## config.mk

```make
export PLATFORM = sky130hd
export DESIGN_NAME = joint_impedance_torque_limiter_core_flat
export DESIGN_NICKNAME = d
export VERILOG_FILES = /design/src/hdl/jitl_pkg.sv /design/src/hdl/jitl_if.sv /design/src/hdl/jitl_state_ram.sv /design/src/hdl/jitl_pd_calc.sv /design/src/hdl/jitl_limit.sv /design/src/hdl/joint_impedance_torque_limiter_core.sv /design/src/flat_wrapper.sv
export SDC_FILE = /design/constraint.sdc
export NUM_CORES = 2
export LEC_CHECK = 0
export BUFFER_PORTS_ARGS = -buffer_cell sky130_fd_sc_hd__buf_2
export CAP_MARGIN = 20
export CORE_ASPECT_RATIO = 1.75
export CORE_MARGIN = 2
export CORE_UTILIZATION = 33
export DETAILED_ROUTE_END_ITERATION = 7
export PLACE_DENSITY_LB_ADDON = 0.08
export SLEW_MARGIN = 20
export SYNTH_ARGS = -nofsm -noshare
export SYNTH_HDL_FRONTEND = slang
export SYNTH_SLANG_ARGS = --single-unit
```

## constraint.sdc

```tcl
create_clock -name i_clk -period 10.5 [get_ports i_clk]
set_input_delay 0.525 -clock i_clk [delete_from_list [all_inputs] [get_ports i_clk]]
set_output_delay 0.525 -clock i_clk [all_outputs]
set_load 0.005 [all_outputs]
```

## src/hdl/jitl_pkg.sv

```systemverilog
// Shared constants, types and helper functions for the joint impedance torque limiter.
// The interface, PD datapath, limiter and core files refer to this package by scoped names.
package jitl_pkg;

    // Number of joints that keep a previous command in the state memory.
    localparam int NUM_JOINTS = 7;
    localparam int MEM_AW     = (NUM_JOINTS > 1) ? $clog2(NUM_JOINTS) : 1;

    // Field widths of the input and result items.
    localparam int JOINT_W = 3;
    localparam int POS_W   = 20;
    localparam int VEL_W   = 18;
    localparam int KP_W    = 20;
    localparam int KD_W    = 16;
    localparam int FF_W    = 17;
    localparam int TQ_W    = 16;
    localparam int LIM_W   = 15;

    // Internal arithmetic widths.
    localparam int POS_SHIFT = 16;
    localparam int VEL_SHIFT = 12;
    localparam int DPOS_W    = POS_W + 1;
    localparam int DVEL_W    = VEL_W + 1;
    localparam int PPOS_W    = DPOS_W + KP_W + 1;
    localparam int PVEL_W    = DVEL_W + KD_W + 1;
    localparam int RAW_W     = 28;
    localparam int DIFF_W    = RAW_W + 1;

    // Configuration register indexes.
    localparam int CFG_IDX_W = 3;
    localparam logic [CFG_IDX_W-1:0] REG_STEP_BASE  = 3'd0;
    localparam logic [CFG_IDX_W-1:0] REG_STEP_MID   = 3'd1;
    localparam logic [CFG_IDX_W-1:0] REG_STEP_WRIST = 3'd2;
    localparam logic [CFG_IDX_W-1:0] REG_ABS_BASE   = 3'd3;
    localparam logic [CFG_IDX_W-1:0] REG_ABS_MID    = 3'd4;
    localparam logic [CFG_IDX_W-1:0] REG_ABS_WRIST  = 3'd5;

    // Reset values of the limit registers.
    localparam logic [LIM_W-1:0] RST_STEP_BASE  = 15'd1382;
    localparam logic [LIM_W-1:0] RST_STEP_MID   = 15'd845;
    localparam logic [LIM_W-1:0] RST_STEP_WRIST = 15'd243;
    localparam logic [LIM_W-1:0] RST_ABS_BASE   = 15'd27648;
    localparam logic [LIM_W-1:0] RST_ABS_MID    = 15'd16896;
    localparam logic [LIM_W-1:0] RST_ABS_WRIST  = 15'd4864;

    // Joint groups that share a pair of limits.
    typedef logic [1:0] t_grp;
    localparam t_grp GRP_BASE  = 2'd0;
    localparam t_grp GRP_MID   = 2'd1;
    localparam t_grp GRP_WRIST = 2'd2;
    localparam int   NUM_GRPS  = 3;

    typedef logic [JOINT_W-1:0] t_joint;

    // Item passed from the PD datapath to the limiter stage.
    typedef struct packed {
        t_joint                    joint;
        logic signed [RAW_W-1:0]   raw;
    } t_raw_item;

    // Result of the slew and magnitude limiter.
    typedef struct packed {
        logic signed [TQ_W-1:0] cmd;
        logic                   rate;
        logic                   mag;
    } t_lim_res;

    // Maps a joint index onto its limit group.
    function automatic t_grp jitl_group(input t_joint joint);
        t_grp grp;
        if (joint <= t_joint'(1)) begin
            grp = GRP_BASE;
        end else if (joint <= t_joint'(3)) begin
            grp = GRP_MID;
        end else begin
            grp = GRP_WRIST;
        end
        return grp;
    endfunction

    // True when the joint owns an entry of the state memory.
    function automatic logic jitl_joint_ok(input t_joint joint);
        return (32'(joint) < NUM_JOINTS);
    endfunction

endpackage

```

## src/hdl/jitl_if.sv

```systemverilog
// Channel interfaces of the joint impedance torque limiter: sample input, command
// output and configuration write. Payload widths come from jitl_pkg.
interface jitl_in_if;
    logic                                  valid;
    logic                                  ready;
    logic        [jitl_pkg::JOINT_W-1:0]   joint;
    logic signed [jitl_pkg::POS_W-1:0]     ref_pos;
    logic signed [jitl_pkg::POS_W-1:0]     cur_pos;
    logic signed [jitl_pkg::VEL_W-1:0]     target_vel;
    logic signed [jitl_pkg::VEL_W-1:0]     cur_vel;
    logic        [jitl_pkg::KP_W-1:0]      gain_pos;
    logic        [jitl_pkg::KD_W-1:0]      gain_vel;
    logic signed [jitl_pkg::FF_W-1:0]      torque_ff;

    modport source (
        output valid, joint, ref_pos, cur_pos, target_vel, cur_vel,
               gain_pos, gain_vel, torque_ff,
        input  ready
    );
    modport sink (
        input  valid, joint, ref_pos, cur_pos, target_vel, cur_vel,
               gain_pos, gain_vel, torque_ff,
        output ready
    );
endinterface

interface jitl_out_if;
    logic                                  valid;
    logic                                  ready;
    logic        [jitl_pkg::JOINT_W-1:0]   joint_out;
    logic signed [jitl_pkg::TQ_W-1:0]      torque_out;
    logic                                  rate_limited;
    logic                                  magnitude_limited;

    modport source (
        output valid, joint_out, torque_out, rate_limited, magnitude_limited,
        input  ready
    );
    modport sink (
        input  valid, joint_out, torque_out, rate_limited, magnitude_limited,
        output ready
    );
endinterface

interface jitl_cfg_if;
    logic                                  valid;
    logic                                  ready;
    logic [jitl_pkg::CFG_IDX_W-1:0]        index;
    logic [jitl_pkg::LIM_W-1:0]            data;

    modport source (output valid, index, data, input ready);
    modport sink   (input valid, index, data, output ready);
endinterface

```

## src/hdl/jitl_state_ram.sv

```systemverilog
// Synchronous state memory with one write and one registered read port.
// Per-entry valid bits make unwritten entries read as zero; same-cycle writes bypass.
module jitl_state_ram #(
    parameter int DEPTH = 7,
    parameter int WIDTH = 16,
    localparam int AW   = (DEPTH > 1) ? $clog2(DEPTH) : 1
) (
    input  logic             i_clk,
    input  logic             i_rst_n,
    input  logic             i_we,
    input  logic [AW-1:0]    i_waddr,
    input  logic [WIDTH-1:0] i_wdata,
    input  logic             i_re,
    input  logic [AW-1:0]    i_raddr,
    output logic [WIDTH-1:0] o_rdata
);

    logic [WIDTH-1:0] r_mem [DEPTH];
    logic             r_vld [DEPTH];
    logic [WIDTH-1:0] r_rdata;

    // Storage array, written without reset.
    always_ff @(posedge i_clk) begin
        if (i_we && (32'(i_waddr) < DEPTH)) begin
            r_mem[i_waddr] <= i_wdata;
        end
    end

    // Valid bits, cleared at reset so every entry starts at zero.
    always_ff @(posedge i_clk) begin
        if (!i_rst_n) begin
            for (int i = 0; i < DEPTH; i++) begin
                r_vld[i] <= 1'b0;
            end
        end else if (i_we && (32'(i_waddr) < DEPTH)) begin
            r_vld[i_waddr] <= 1'b1;
        end
    end

    // Registered read; a write to the same entry in the same cycle is forwarded.
    always_ff @(posedge i_clk) begin
        if (i_re) begin
            if (i_we && (i_waddr == i_raddr)) begin
                r_rdata <= i_wdata;
            end else if ((32'(i_raddr) < DEPTH) && r_vld[i_raddr]) begin
                r_rdata <= r_mem[i_raddr];
            end else begin
                r_rdata <= '0;
            end
        end
    end

    assign o_rdata = r_rdata;

endmodule

```

## src/hdl/jitl_pd_calc.sv

```systemverilog
// Two-stage PD impedance datapath: errors, gain products and the raw torque sum.
// Depends on jitl_pkg and the jitl_in_if channel.
module jitl_pd_calc (
    input  logic                i_clk,
    input  logic                i_rst_n,
    jitl_in_if.sink             i_in,
    output logic                o_vld,
    input  logic                i_rdy,
    output jitl_pkg::t_raw_item o_item
);

    // First stage: position and velocity errors with the gains.
    logic                                r_s1_vld;
    jitl_pkg::t_joint                    r_s1_joint;
    logic signed [jitl_pkg::DPOS_W-1:0]  r_s1_dpos;
    logic signed [jitl_pkg::DVEL_W-1:0]  r_s1_dvel;
    logic        [jitl_pkg::KP_W-1:0]    r_s1_kp;
    logic        [jitl_pkg::KD_W-1:0]    r_s1_kd;
    logic signed [jitl_pkg::FF_W-1:0]    r_s1_ff;

    // Second stage: registered products.
    logic                                r_s2_vld;
    jitl_pkg::t_joint                    r_s2_joint;
    logic signed [jitl_pkg::PPOS_W-1:0]  r_s2_ppos;
    logic signed [jitl_pkg::PVEL_W-1:0]  r_s2_pvel;
    logic signed [jitl_pkg::FF_W-1:0]    r_s2_ff;

    logic s1_free;
    logic s2_free;
    logic s1_load;
    logic s2_load;
    logic signed [jitl_pkg::PPOS_W-1:0] ppos;
    logic signed [jitl_pkg::PVEL_W-1:0] pvel;

    // A stage takes a new item when it is empty or its item moves on.
    assign s2_free    = !r_s2_vld || i_rdy;
    assign s1_free    = !r_s1_vld || s2_free;
    assign s1_load    = i_in.valid && s1_free;
    assign s2_load    = r_s1_vld && s2_free;
    assign i_in.ready = s1_free;

    // Gain products, with the unsigned gains widened by a zero sign bit.
    assign ppos = jitl_pkg::PPOS_W'($signed({1'b0, r_s1_kp})) * jitl_pkg::PPOS_W'(r_s1_dpos);
    assign pvel = jitl_pkg::PVEL_W'($signed({1'b0, r_s1_kd})) * jitl_pkg::PVEL_W'(r_s1_dvel);

    // Stage valid flags.
    always_ff @(posedge i_clk) begin
        if (!i_rst_n) begin
            r_s1_vld <= 1'b0;
            r_s2_vld <= 1'b0;
        end else begin
            if (s1_free) begin
                r_s1_vld <= i_in.valid;
            end
            if (s2_free) begin
                r_s2_vld <= r_s1_vld;
            end
        end
    end

    // Stage payloads.
    always_ff @(posedge i_clk) begin
        if (s1_load) begin
            r_s1_joint <= i_in.joint;
            r_s1_dpos  <= jitl_pkg::DPOS_W'(i_in.ref_pos) - jitl_pkg::DPOS_W'(i_in.cur_pos);
            r_s1_dvel  <= jitl_pkg::DVEL_W'(i_in.target_vel) - jitl_pkg::DVEL_W'(i_in.cur_vel);
            r_s1_kp    <= i_in.gain_pos;
            r_s1_kd    <= i_in.gain_vel;
            r_s1_ff    <= i_in.torque_ff;
        end
        if (s2_load) begin
            r_s2_joint <= r_s1_joint;
            r_s2_ppos  <= ppos;
            r_s2_pvel  <= pvel;
            r_s2_ff    <= r_s1_ff;
        end
    end

    // Raw torque: both products scaled down by arithmetic shifts, plus feed-forward.
    assign o_vld        = r_s2_vld;
    assign o_item.joint = r_s2_joint;
    assign o_item.raw   = jitl_pkg::RAW_W'(r_s2_ppos >>> jitl_pkg::POS_SHIFT)
                        + jitl_pkg::RAW_W'(r_s2_pvel >>> jitl_pkg::VEL_SHIFT)
                        + jitl_pkg::RAW_W'(r_s2_ff);

endmodule

```

## src/hdl/jitl_limit.sv

```systemverilog
// Slew limiter and magnitude clamp applied to the raw torque of one item.
// Depends on jitl_pkg for widths and the result struct.
module jitl_limit (
    input  logic signed [jitl_pkg::RAW_W-1:0] i_raw,
    input  logic signed [jitl_pkg::TQ_W-1:0]  i_prev,
    input  logic        [jitl_pkg::LIM_W-1:0] i_step,
    input  logic        [jitl_pkg::LIM_W-1:0] i_lim,
    output jitl_pkg::t_lim_res                o_res
);

    logic signed [jitl_pkg::DIFF_W-1:0] prev_x;
    logic signed [jitl_pkg::DIFF_W-1:0] step_x;
    logic signed [jitl_pkg::DIFF_W-1:0] lim_x;
    logic signed [jitl_pkg::DIFF_W-1:0] delta;
    logic signed [jitl_pkg::DIFF_W-1:0] slewed;
    logic signed [jitl_pkg::DIFF_W-1:0] clamped;
    logic                               rate;
    logic                               mag;

    assign prev_x = jitl_pkg::DIFF_W'(i_prev);
    assign step_x = jitl_pkg::DIFF_W'($signed({1'b0, i_step}));
    assign lim_x  = jitl_pkg::DIFF_W'($signed({1'b0, i_lim}));
    assign delta  = jitl_pkg::DIFF_W'(i_raw) - prev_x;

    // Limit the change from the previous command to the step limit.
    always_comb begin
        slewed = jitl_pkg::DIFF_W'(i_raw);
        rate   = 1'b0;
        if (delta > step_x) begin
            slewed = prev_x + step_x;
            rate   = 1'b1;
        end else if (delta < -step_x) begin
            slewed = prev_x - step_x;
            rate   = 1'b1;
        end
    end

    // Clamp the magnitude; the clamp keeps the command within 16 bits.
    always_comb begin
        clamped = slewed;
        mag     = 1'b0;
        if (slewed > lim_x) begin
            clamped = lim_x;
            mag     = 1'b1;
        end else if (slewed < -lim_x) begin
            clamped = -lim_x;
            mag     = 1'b1;
        end
    end

    assign o_res.cmd  = jitl_pkg::TQ_W'(clamped);
    assign o_res.rate = rate;
    assign o_res.mag  = mag;

endmodule

```

## src/hdl/joint_impedance_torque_limiter_core.sv

```systemverilog
// Joint impedance torque limiter.
// Input channel i_in: one joint sample per item (positions, velocities, gains,
// feed-forward). Output channel o_out: one torque command per item with the
// joint index and the rate and magnitude flags. Configuration channel i_cfg
// writes the six limit registers by index and is always ready; indexes above
// five are ignored.
// The block is a four-stage pipeline: error and gain capture, products, raw
// sum with the state memory read, then slew and clamp into the output
// register, which also writes the joint's new command back to memory. One item
// is taken every cycle while the receiver does not stall; a sample for the joint
// just ahead of it sees that command through the memory's write bypass.
// After reset every joint's previous command reads as zero (valid bits in the
// memory) and the limits hold their default values; no clearing pass is needed.
// When the receiver stalls, the result holds in the output register, items
// close up behind it in the empty stages, and input ready falls once all four
// stages are full.
module joint_impedance_torque_limiter_core (
    input  logic        i_clk,
    input  logic        i_rst_n,
    jitl_in_if.sink     i_in,
    jitl_out_if.source  o_out,
    jitl_cfg_if.sink    i_cfg
);

    // Limit registers, indexed by joint group.
    logic [jitl_pkg::LIM_W-1:0] r_step [jitl_pkg::NUM_GRPS];
    logic [jitl_pkg::LIM_W-1:0] r_abs  [jitl_pkg::NUM_GRPS];

    // Datapath to limiter stage handshake.
    logic                 pd_vld;
    logic                 pd_rdy;
    jitl_pkg::t_raw_item  pd_item;

    // Limiter stage.
    logic                             r_s3_vld;
    jitl_pkg::t_joint                 r_s3_joint;
    logic signed [jitl_pkg::RAW_W-1:0] r_s3_raw;
    logic                             s3_load;
    logic                             s3_go;
    logic                             out_free;
    logic                             s3_ok;
    jitl_pkg::t_grp                   s3_grp;
    logic [jitl_pkg::TQ_W-1:0]        ram_rdata;
    logic signed [jitl_pkg::TQ_W-1:0] prev;
    jitl_pkg::t_lim_res               lim_res;

    // Output register.
    logic                             r_out_vld;
    jitl_pkg::t_joint                 r_out_joint;
    logic signed [jitl_pkg::TQ_W-1:0] r_out_cmd;
    logic                             r_out_rate;
    logic                             r_out_mag;

    // Configuration writes; the channel never stalls.
    assign i_cfg.ready = 1'b1;

    always_ff @(posedge i_clk) begin
        if (!i_rst_n) begin
            r_step[jitl_pkg::GRP_BASE]  <= jitl_pkg::RST_STEP_BASE;
            r_step[jitl_pkg::GRP_MID]   <= jitl_pkg::RST_STEP_MID;
            r_step[jitl_pkg::GRP_WRIST] <= jitl_pkg::RST_STEP_WRIST;
            r_abs[jitl_pkg::GRP_BASE]   <= jitl_pkg::RST_ABS_BASE;
            r_abs[jitl_pkg::GRP_MID]    <= jitl_pkg::RST_ABS_MID;
            r_abs[jitl_pkg::GRP_WRIST]  <= jitl_pkg::RST_ABS_WRIST;
        end else if (i_cfg.valid) begin
            case (i_cfg.index)
                jitl_pkg::REG_STEP_BASE:  r_step[jitl_pkg::GRP_BASE]  <= i_cfg.data;
                jitl_pkg::REG_STEP_MID:   r_step[jitl_pkg::GRP_MID]   <= i_cfg.data;
                jitl_pkg::REG_STEP_WRIST: r_step[jitl_pkg::GRP_WRIST] <= i_cfg.data;
                jitl_pkg::REG_ABS_BASE:   r_abs[jitl_pkg::GRP_BASE]   <= i_cfg.data;
                jitl_pkg::REG_ABS_MID:    r_abs[jitl_pkg::GRP_MID]    <= i_cfg.data;
                jitl_pkg::REG_ABS_WRIST:  r_abs[jitl_pkg::GRP_WRIST]  <= i_cfg.data;
                default: begin
                end
            endcase
        end
    end

    // PD datapath: first two pipeline stages.
    jitl_pd_calc u_pd_calc (
        .i_clk   (i_clk),
        .i_rst_n (i_rst_n),
        .i_in    (i_in),
        .o_vld   (pd_vld),
        .i_rdy   (pd_rdy),
        .o_item  (pd_item)
    );

    // Pipeline advance: the output register frees when empty or taken.
    assign out_free = !r_out_vld || o_out.ready;
    assign s3_go    = r_s3_vld && out_free;
    assign pd_rdy   = !r_s3_vld || s3_go;
    assign s3_load  = pd_vld && pd_rdy;

    // Previous-command memory: read as an item enters the limiter stage,
    // written as the item leaves it.
    jitl_state_ram #(
        .DEPTH (jitl_pkg::NUM_JOINTS),
        .WIDTH (jitl_pkg::TQ_W)
    ) u_state_ram (
        .i_clk   (i_clk),
        .i_rst_n (i_rst_n),
        .i_we    (s3_go && s3_ok),
        .i_waddr (jitl_pkg::MEM_AW'(r_s3_joint)),
        .i_wdata (lim_res.cmd),
        .i_re    (s3_load),
        .i_raddr (jitl_pkg::MEM_AW'(pd_item.joint)),
        .o_rdata (ram_rdata)
    );

    // Limiter stage registers.
    always_ff @(posedge i_clk) begin
        if (!i_rst_n) begin
            r_s3_vld <= 1'b0;
        end else if (pd_rdy) begin
            r_s3_vld <= pd_vld;
        end
    end

    always_ff @(posedge i_clk) begin
        if (s3_load) begin
            r_s3_joint <= pd_item.joint;
            r_s3_raw   <= pd_item.raw;
        end
    end

    // A joint outside the memory starts from zero and uses the wrist limits.
    assign s3_ok  = jitl_pkg::jitl_joint_ok(r_s3_joint);
    assign s3_grp = jitl_pkg::jitl_group(r_s3_joint);
    assign prev   = s3_ok ? $signed(ram_rdata) : '0;

    jitl_limit u_limit (
        .i_raw  (r_s3_raw),
        .i_prev (prev),
        .i_step (r_step[s3_grp]),
        .i_lim  (r_abs[s3_grp]),
        .o_res  (lim_res)
    );

    // Output register.
    always_ff @(posedge i_clk) begin
        if (!i_rst_n) begin
            r_out_vld <= 1'b0;
        end else if (out_free) begin
            r_out_vld <= r_s3_vld;
        end
    end

    always_ff @(posedge i_clk) begin
        if (s3_go) begin
            r_out_joint <= r_s3_joint;
            r_out_cmd   <= lim_res.cmd;
            r_out_rate  <= lim_res.rate;
            r_out_mag   <= lim_res.mag;
        end
    end

    assign o_out.valid             = r_out_vld;
    assign o_out.joint_out         = r_out_joint;
    assign o_out.torque_out        = r_out_cmd;
    assign o_out.rate_limited      = r_out_rate;
    assign o_out.magnitude_limited = r_out_mag;

`ifndef SYNTHESIS
    // A delivered command never exceeds its group's magnitude clamp.
    a_cmd_in_clamp: assert property (@(posedge i_clk) disable iff (!i_rst_n)
        o_out.valid |->
            ($signed(o_out.torque_out) <=
                 $signed({1'b0, r_abs[jitl_pkg::jitl_group(o_out.joint_out)]})) &&
            ($signed(o_out.torque_out) >=
                 -$signed({1'b0, r_abs[jitl_pkg::jitl_group(o_out.joint_out)]})))
        else $error("torque command outside the magnitude clamp");

    // A clamped command sits exactly on the clamp.
    a_mag_on_limit: assert property (@(posedge i_clk) disable iff (!i_rst_n)
        o_out.valid && o_out.magnitude_limited |->
            ($signed(o_out.torque_out) ==
                 $signed({1'b0, r_abs[jitl_pkg::jitl_group(o_out.joint_out)]})) ||
            ($signed(o_out.torque_out) ==
                 -$signed({1'b0, r_abs[jitl_pkg::jitl_group(o_out.joint_out)]})))
        else $error("magnitude flag set but command not on the clamp");

    // An item held in the limiter stage keeps its contents while the output stalls.
    a_s3_hold: assert property (@(posedge i_clk) disable iff (!i_rst_n)
        r_s3_vld && !out_free |=> r_s3_vld && $stable(r_s3_raw) && $stable(r_s3_joint))
        else $error("limiter stage item lost during stall");
`endif

endmodule
```

## src/flat_wrapper.sv

```systemverilog
// flat-port wrapper written by rule: the top's interface ports become plain ports
module joint_impedance_torque_limiter_core_flat 
  (i_clk, i_rst_n, i_in_valid, i_in_joint, i_in_ref_pos, i_in_cur_pos, i_in_target_vel, i_in_cur_vel, i_in_gain_pos, i_in_gain_vel, i_in_torque_ff, i_in_ready, o_out_valid, o_out_joint_out, o_out_torque_out, o_out_rate_limited, o_out_magnitude_limited, o_out_ready, i_cfg_valid, i_cfg_index, i_cfg_data, i_cfg_ready);
  jitl_in_if i_in_i ();
  jitl_out_if o_out_i ();
  jitl_cfg_if i_cfg_i ();
  input  logic i_clk;
  input  logic i_rst_n;
  input wire logic [$bits(i_in_i.valid)-1:0] i_in_valid;
  input wire logic [$bits(i_in_i.joint)-1:0] i_in_joint;
  input wire logic [$bits(i_in_i.ref_pos)-1:0] i_in_ref_pos;
  input wire logic [$bits(i_in_i.cur_pos)-1:0] i_in_cur_pos;
  input wire logic [$bits(i_in_i.target_vel)-1:0] i_in_target_vel;
  input wire logic [$bits(i_in_i.cur_vel)-1:0] i_in_cur_vel;
  input wire logic [$bits(i_in_i.gain_pos)-1:0] i_in_gain_pos;
  input wire logic [$bits(i_in_i.gain_vel)-1:0] i_in_gain_vel;
  input wire logic [$bits(i_in_i.torque_ff)-1:0] i_in_torque_ff;
  output wire logic [$bits(i_in_i.ready)-1:0] i_in_ready;
  output wire logic [$bits(o_out_i.valid)-1:0] o_out_valid;
  output wire logic [$bits(o_out_i.joint_out)-1:0] o_out_joint_out;
  output wire logic [$bits(o_out_i.torque_out)-1:0] o_out_torque_out;
  output wire logic [$bits(o_out_i.rate_limited)-1:0] o_out_rate_limited;
  output wire logic [$bits(o_out_i.magnitude_limited)-1:0] o_out_magnitude_limited;
  input wire logic [$bits(o_out_i.ready)-1:0] o_out_ready;
  input wire logic [$bits(i_cfg_i.valid)-1:0] i_cfg_valid;
  input wire logic [$bits(i_cfg_i.index)-1:0] i_cfg_index;
  input wire logic [$bits(i_cfg_i.data)-1:0] i_cfg_data;
  output wire logic [$bits(i_cfg_i.ready)-1:0] i_cfg_ready;
  assign i_in_i.valid = i_in_valid;
  assign i_in_i.joint = i_in_joint;
  assign i_in_i.ref_pos = i_in_ref_pos;
  assign i_in_i.cur_pos = i_in_cur_pos;
  assign i_in_i.target_vel = i_in_target_vel;
  assign i_in_i.cur_vel = i_in_cur_vel;
  assign i_in_i.gain_pos = i_in_gain_pos;
  assign i_in_i.gain_vel = i_in_gain_vel;
  assign i_in_i.torque_ff = i_in_torque_ff;
  assign i_in_ready = i_in_i.ready;
  assign o_out_valid = o_out_i.valid;
  assign o_out_joint_out = o_out_i.joint_out;
  assign o_out_torque_out = o_out_i.torque_out;
  assign o_out_rate_limited = o_out_i.rate_limited;
  assign o_out_magnitude_limited = o_out_i.magnitude_limited;
  assign o_out_i.ready = o_out_ready;
  assign i_cfg_i.valid = i_cfg_valid;
  assign i_cfg_i.index = i_cfg_index;
  assign i_cfg_i.data = i_cfg_data;
  assign i_cfg_ready = i_cfg_i.ready;
  joint_impedance_torque_limiter_core u_core (.i_clk(i_clk), .i_rst_n(i_rst_n), .i_in(i_in_i), .o_out(o_out_i), .i_cfg(i_cfg_i));
endmodule
```

# --- Yosys cells after proc, flatten, opt, wreduce, memory -nomap -nowiden ---
# Memory sizes are Yosys's and may differ from the RTL's. A register that Yosys moved wholly into a read port is not among the register bits.
# Index checks and enable logic that the tools add are counted.
totals:
  reg_bits: 266
  latchBits: 0
  ram_bits: 209
  mem_bits_ro: 0
  inputBits: 155
  out_inout_bits: 24
  memories: 4
memory_table:
  columns: ["name", "depth", "width", "rd", "rd_ports_with_merged_regs", "wr", "line_no", "rtl"]
  rows:
  - ["u_core.u_state_ram.r_mem", 7, 16, 1, 1, 1, "jitl_state_ram.sv:18", "logic [WIDTH-1:0] r_mem [DEPTH];"]
  - ["u_core.r_abs", 3, 15, 1, 0, 3, "joint_impedance_torque_limiter_core.sv:27", "logic [jitl_pkg::LIM_W-1:0] r_abs [jitl_pkg::NUM_GRPS];"]
  - ["u_core.r_step", 3, 15, 1, 0, 3, "joint_impedance_torque_limiter_core.sv:26", "logic [jitl_pkg::LIM_W-1:0] r_step [jitl_pkg::NUM_GRPS];"]
  - ["u_core.u_state_ram.r_vld", 7, 1, 1, 1, 7, "jitl_state_ram.sv:19", "logic r_vld [DEPTH];"]
op_classes:
  add_sub_neg: 9
  mul: 2
  div_mod_pow: 0
  n_lt_le_gt_ge: 8
  n_eq_ne: 6
  shift: 0
  mux: 51
  bitwise: 6
  reduce_logical: 18
op_table:
  columns: ["operator", "count"]
  rows:
  - ["15-bit two-way mux", 6]
  - ["16-bit two-way mux", 5]
  - ["29-bit by 16-bit greater-than comparator with 1-bit output", 2]
  - ["29-bit < comparator", 2]
  - ["29-bit two-way mux", 2]
  - ["15-bit negation with 29-bit output", 2]
  - ["21-bit by 21-bit multiplier with 42-bit output", 1]
  - ["17-bit by 19-bit multiplier with 36-bit output", 1]
  - ["1-bit two-way mux", 33]
  - ["28-bit by 16-bit subtractor with 29-bit output", 1]
  - ["27-bit by 17-bit adder with 28-bit output", 1]
  - ["26-bit by 24-bit adder with 27-bit output", 1]
  - ["20-bit by 20-bit subtractor with 21-bit output", 1]
  - ["18-bit by 18-bit subtractor with 19-bit output", 1]
  - ["16-bit by 16-bit adder with 17-bit output", 1]
  - ["16-bit by 16-bit subtractor with 17-bit output", 1]
  - ["3-bit two-way mux", 3]
  - ["1-bit logical AND", 8]
  - ["3-bit by 2-bit == test with 1-bit output (second input constant)", 2]
  - ["3-bit == test (second input constant)", 2]
  - ["3-bit < comparator (second input constant)", 2]
  - ["1-bit bitwise OR", 6]
  - ["1-bit logical NOT", 4]
  - ["1-bit logical OR", 4]
  - ["other kinds (7)", 8]

# --- Depth between registers and ports, before layout ---
# An unclocked memory read counts as a cell.
logic_depth:
  word_depth: 12
  ltp_mapped: 46
  mapped_depth_nobuf: 39

# --- Cells and area by module ---
# A second synthesis with hierarchy kept.
hier_totals:
  cells_unflattened: 5142
  area_unflattened_um2: 51695.8
modules_own_cells:
  columns: ["mod", "instances", "cells_each", "area_per_inst_um2", "seq_area_each_um2"]
  rows:
  - ["jitl_pd_calc", 1, 3354, 32950.4, 5024.8]
  - ["jitl_limit", 1, 1142, 7762.4, 0.0]
  - ["joint_impedance_torque_limiter_core", 1, 365, 5641.7, 4304.1]
  - ["jitl_state_ram", 1, 281, 5341.4, 3993.8]

# --- Least setup slack after synthesis ---
# No wires, ideal clock.
synth_timing:
  kind: "reg2reg"
  from: "register u_core.r_s3_joint[2]"
  to: "register u_core.r_out_cmd, in the netlist u_core.o_out.torque_out[3] (data pin)"
  setup_time_ns: 0.328
  arrival_time_ns: 9.422
  t_required_ns: 10.172
  path_slack_ns: 0.750
  stages_incl_launch_ff: 41
  n_path_buf: 7
  period_less_slack_ns: 9.750
  cell_sequence: "edfxtp_1 > buf_2 > clkbuf_1 > clkbuf_1 > clkbuf_1 > nand3_1 > and2_1 > ha_1 > fa_1 > nand2b_1 > a211oi_1 > nor2_1 > o21ai_0 > a31oi_1 > xnor2_1 > ha_1 > nand4_1 > or4_1 > (+5 left out) > a32oi_1 > clkbuf_1 > o21ai_0 > nand2_1 > ha_1 > a21o_1 > a21o_1 > a21oi_1 > nor2_1 > a2111oi_0 > a21boi_0 > a22o_1 > o211ai_4 > xor2_4 > buf_6 > mux2_2 > nand2_1 > o21ai_0"
synth_lines:
  columns: ["item", "line_no", "rtl"]
  rows:
  - ["from (decl)", "joint_impedance_torque_limiter_core.sv:36", "jitl_pkg::t_joint r_s3_joint;"]
  - ["from (signal assigned)", "joint_impedance_torque_limiter_core.sv:122", "r_s3_joint <= pd_item.joint;"]
  - ["to (signal assigned)", "joint_impedance_torque_limiter_core.sv:152", "r_out_cmd <= lim_res.cmd;"]
  - ["to (decl)", "joint_impedance_torque_limiter_core.sv:50", "logic signed [jitl_pkg::TQ_W-1:0] r_out_cmd;"]

==> key figures <==
Run status
  – Status: complete, no violations

Placement
  – Cells after DPL: 7064
  – Gp weighted congestion: 0.8714
  – Port-buffer cells: 177
  – Post-DP HPWL: 121700 µm
  – Placed Area: 53680 µm²

Layout
  – Commonest non-fill, non-tap cell in the layout: inv_1
  – Post-Layout Cell Count: 7187
  – Most frequent cells in the layout: inv_1, fa_1, nand2_1, ha_1, edfxtp_1
  – Final-stage net count: 6435
  – Layout cells sized above 1: 0.08415
  – Post-Layout Inst Area: 55680 µm²
  – Area growth syn-to-layout: 10.71%
  – Layout fillers: 15396

Clocking
  – CTS tree: yes
  – CTS buffer count: 48
  – Setup bufs post-CTS: 0
  – # clock sinks: 451
  – Clock Latency Late Sink: 670 ps
  – Clock root buffer: clkbuf_16
  – Register clock-pin slew on the reported worst setup and hold paths: 70 ps
  – H-Tree Depth: 2
  – Clock Path Buffers: 3

Timing
  – Setup violations, final: 0
  – RSZ-0062 raised after global routing: false
  – Setup TNS: 0 ps
  – Max-slew violations: 0
  – Final hold violation count: 0
  – Worst slew pin tran: 1100 ps
  – Fin crit share: 0.9351
  – Min Hold Slack: 65.75 ps
  – Clock Skew: 64.17 ps
  – Fmax: 101.8 MHz
  – Max-Slew Margin vs Limit: 0.2479
  – Post-layout min period: 9819 ps

Critical path
  – CP Capture Type: flop
  – Crit path DAT: 10090 ps
  – Critical path startpoint category: flop
  – Critical path's most frequent cell: nand2_1
  – Worst setup path class: reg2reg
  – Data required time of the worst path: 10780 ps
  – Worst path max stage delay: 620 ps
  – Critical-path cell with the highest stage delay: or4_4
  – Crit path max fanout: 16

Floorplanning
  – Number of placed I/O pins: 179
  – Die area: 155700 µm²
  – Die Span X: 299.1 µm
  – Core area: 151300 µm²
  – Rows: 189
  – Initial Utilization: 0.3323
  – DIE HEIGHT: 520.5 µm

Synthesis
  – Yosys cell types: 98
  – Post-synth EDFFs: 438
  – Syn. warnings: 0
  – Register area share after synthesis: 0.2667
  – Ys async rst share: 0
  – Post-Syn Area: 50300 µm²
  – Syn Inst Count: 4985
  – Synth Net Count: 6279
  – #FFs+latches synth: 451
  – Top_reg_cell synth: edfxtp_1
  – Synthesized area per cell: 10.09 µm²

Drt
  – DRC viols: 0
  – Routed WL: 149300 µm
  – Via-per-instance ratio: 4.880
  – First-pass DRT Iterations: 7
  – 1st-iter DRT viols: 1409
  – Antenna-violating nets left: 0
  – Via count: 35076
  – Avg WL per Cell: 20.77 µm

GRT
  – Gr ovfl total: 0
  – Initial antenna violation count: 9
  – GRT Total Usage: 0.1959
  – Largest net degree at the start of global routing: 74
  – First-pass GRT wire length: 231000 µm
  – Vias in the first global route: 38900

Hold path
  – Worst hold path type: in2reg

Job
  – Maxcap violations: 0
[stage by stage]
stage          worst slack (ps)  utilization
5_1_grt                   12.29       0.3679
3_3_place_gp              607.8       0.3547
2_1_floorplan             750.0            -
3_5_place_dp              532.5       0.3547
4_1_cts                   468.6       0.3678
6_report                  681.4       0.3679
[cells in the mapped netlist, drive strengths merged (46+ instances only)]
cell type / number / area, µm²
mux2i: 77 / 778.3
edfxtp: 438 / 13150
ha: 463 / 5793
nand2b: 80 / 500.5
and2: 273 / 1710
nor3: 55 / 275.3
clkbuf: 177 / 664.4
nor2: 225 / 849.6
nand3: 46 / 230.2
nand2: 646 / 2427
a21oi: 146 / 742.0
inv: 887 / 3329
a21o: 47 / 352.8
o21ai: 146 / 734.4
xnor2: 95 / 832.1
fa: 676 / 13530
[worst max-delay path, delay by kind of cell, from the launching register on]
| kind | cells | cell delay (ps) |
|---|---|---|
| multiplexers | 1 | 360 |
| AO/OA/AOI/OAI | 15 | 2830 |
| buffers and inverters | 4 | 850 |
| XOR/XNOR | 2 | 430 |
| adder cells (fa/ha/maj) | 3 | 1010 |
| AND/OR/NAND/NOR | 15 | 3550 |
| flip-flops | 1 | 430 |
[kinds of logic (layout without fill, tap and decap cells)]
group                    after synthesis  in the layout  share of synthesized area
other                                  2              3                  0.0001493
AO/OA/AOI/OAI                        603            603                    0.07973
multiplexers                         104            104                    0.02555
buffers and inverters               1088           1284                    0.08236
AND/OR/NAND/NOR                     1466           1466                     0.1379
XOR/XNOR                             130            130                    0.02301
flip-flops                           451            451                     0.2667
adder cells (fa/ha/maj)             1141           1141                     0.3847
[state kept, by name, summed over array words and instances, names as in the netlist, 19 cells and up, named ones only]
| register | cells |
|---|---|
| u_core.u_pd_calc.r_s1_kp | 20 |
| u_core.r_step | 45 |
| u_core.r_s3_raw | 28 |
| u_core.r_abs | 45 |
| u_core.u_pd_calc.r_s2_ppos | 26 |
| u_core.u_pd_calc.r_s2_pvel | 24 |
| u_core.u_pd_calc.r_s1_dpos | 21 |
| u_core.u_pd_calc.r_s1_dvel | 19 |
| u_core.u_state_ram.r_mem | 112 |
[area by class of cell]
type	instances	area (µm²)	area share
Clock inverter	37	437.9	0.007864
Sequential cell	451	13420	0.2409
Inverter	889	3338	0.05995
Clock buffer	53	1220	0.02191
Tap cell	2005	2509	0.04505
Multi-Input combinational cell	3446	32830	0.5896
Antenna cell	1	2.502	0.00004494
Timing Repair Buffer	305	1927	0.03460
[path summary, 6_finish.rpt]
kind / slack, ps / start / depth (start not counted) / endpoint
worst min-delay path: 70 / i_in_torque_ff[13] / 1 / u_core.u_pd_calc.r_s1_ff[13]
worst max-delay path: 680 / u_core.r_s3_joint[0] / 40 / u_core.u_state_ram.r_mem[5][13]
worst max register to register: 680 / u_core.r_s3_joint[0] / 40 / u_core.u_state_ram.r_mem[5][13]
worst min register to register: 420 / u_core.u_pd_calc.r_s1_ff[8] / 0 / u_core.u_pd_calc.r_s2_ff[8]
[metal layers]
metal | up-vias | share of wire | GRT usage
met5 | - | 0 | 0
met4 | 0 | 0.047 | 0.08074
met3 | 247 | 0.020 | 0.01530
met2 | 576 | 0.59 | 0.4087
met1 | 17842 | 0.35 | 0.1922
li1 | 16411 | - | -
[what timing repair did]
item / in CTS / in global routing
gates resized for setup: 0 / 8
endpoints found under the setup margin: 0 / 58
hold buffers: 32 / 0
endpoints found under the hold margin: 32 / 0
Power is left out: the tool's default activity adds up to more than one toggle a clock period on the data nets, which glitch-free logic cannot reach.
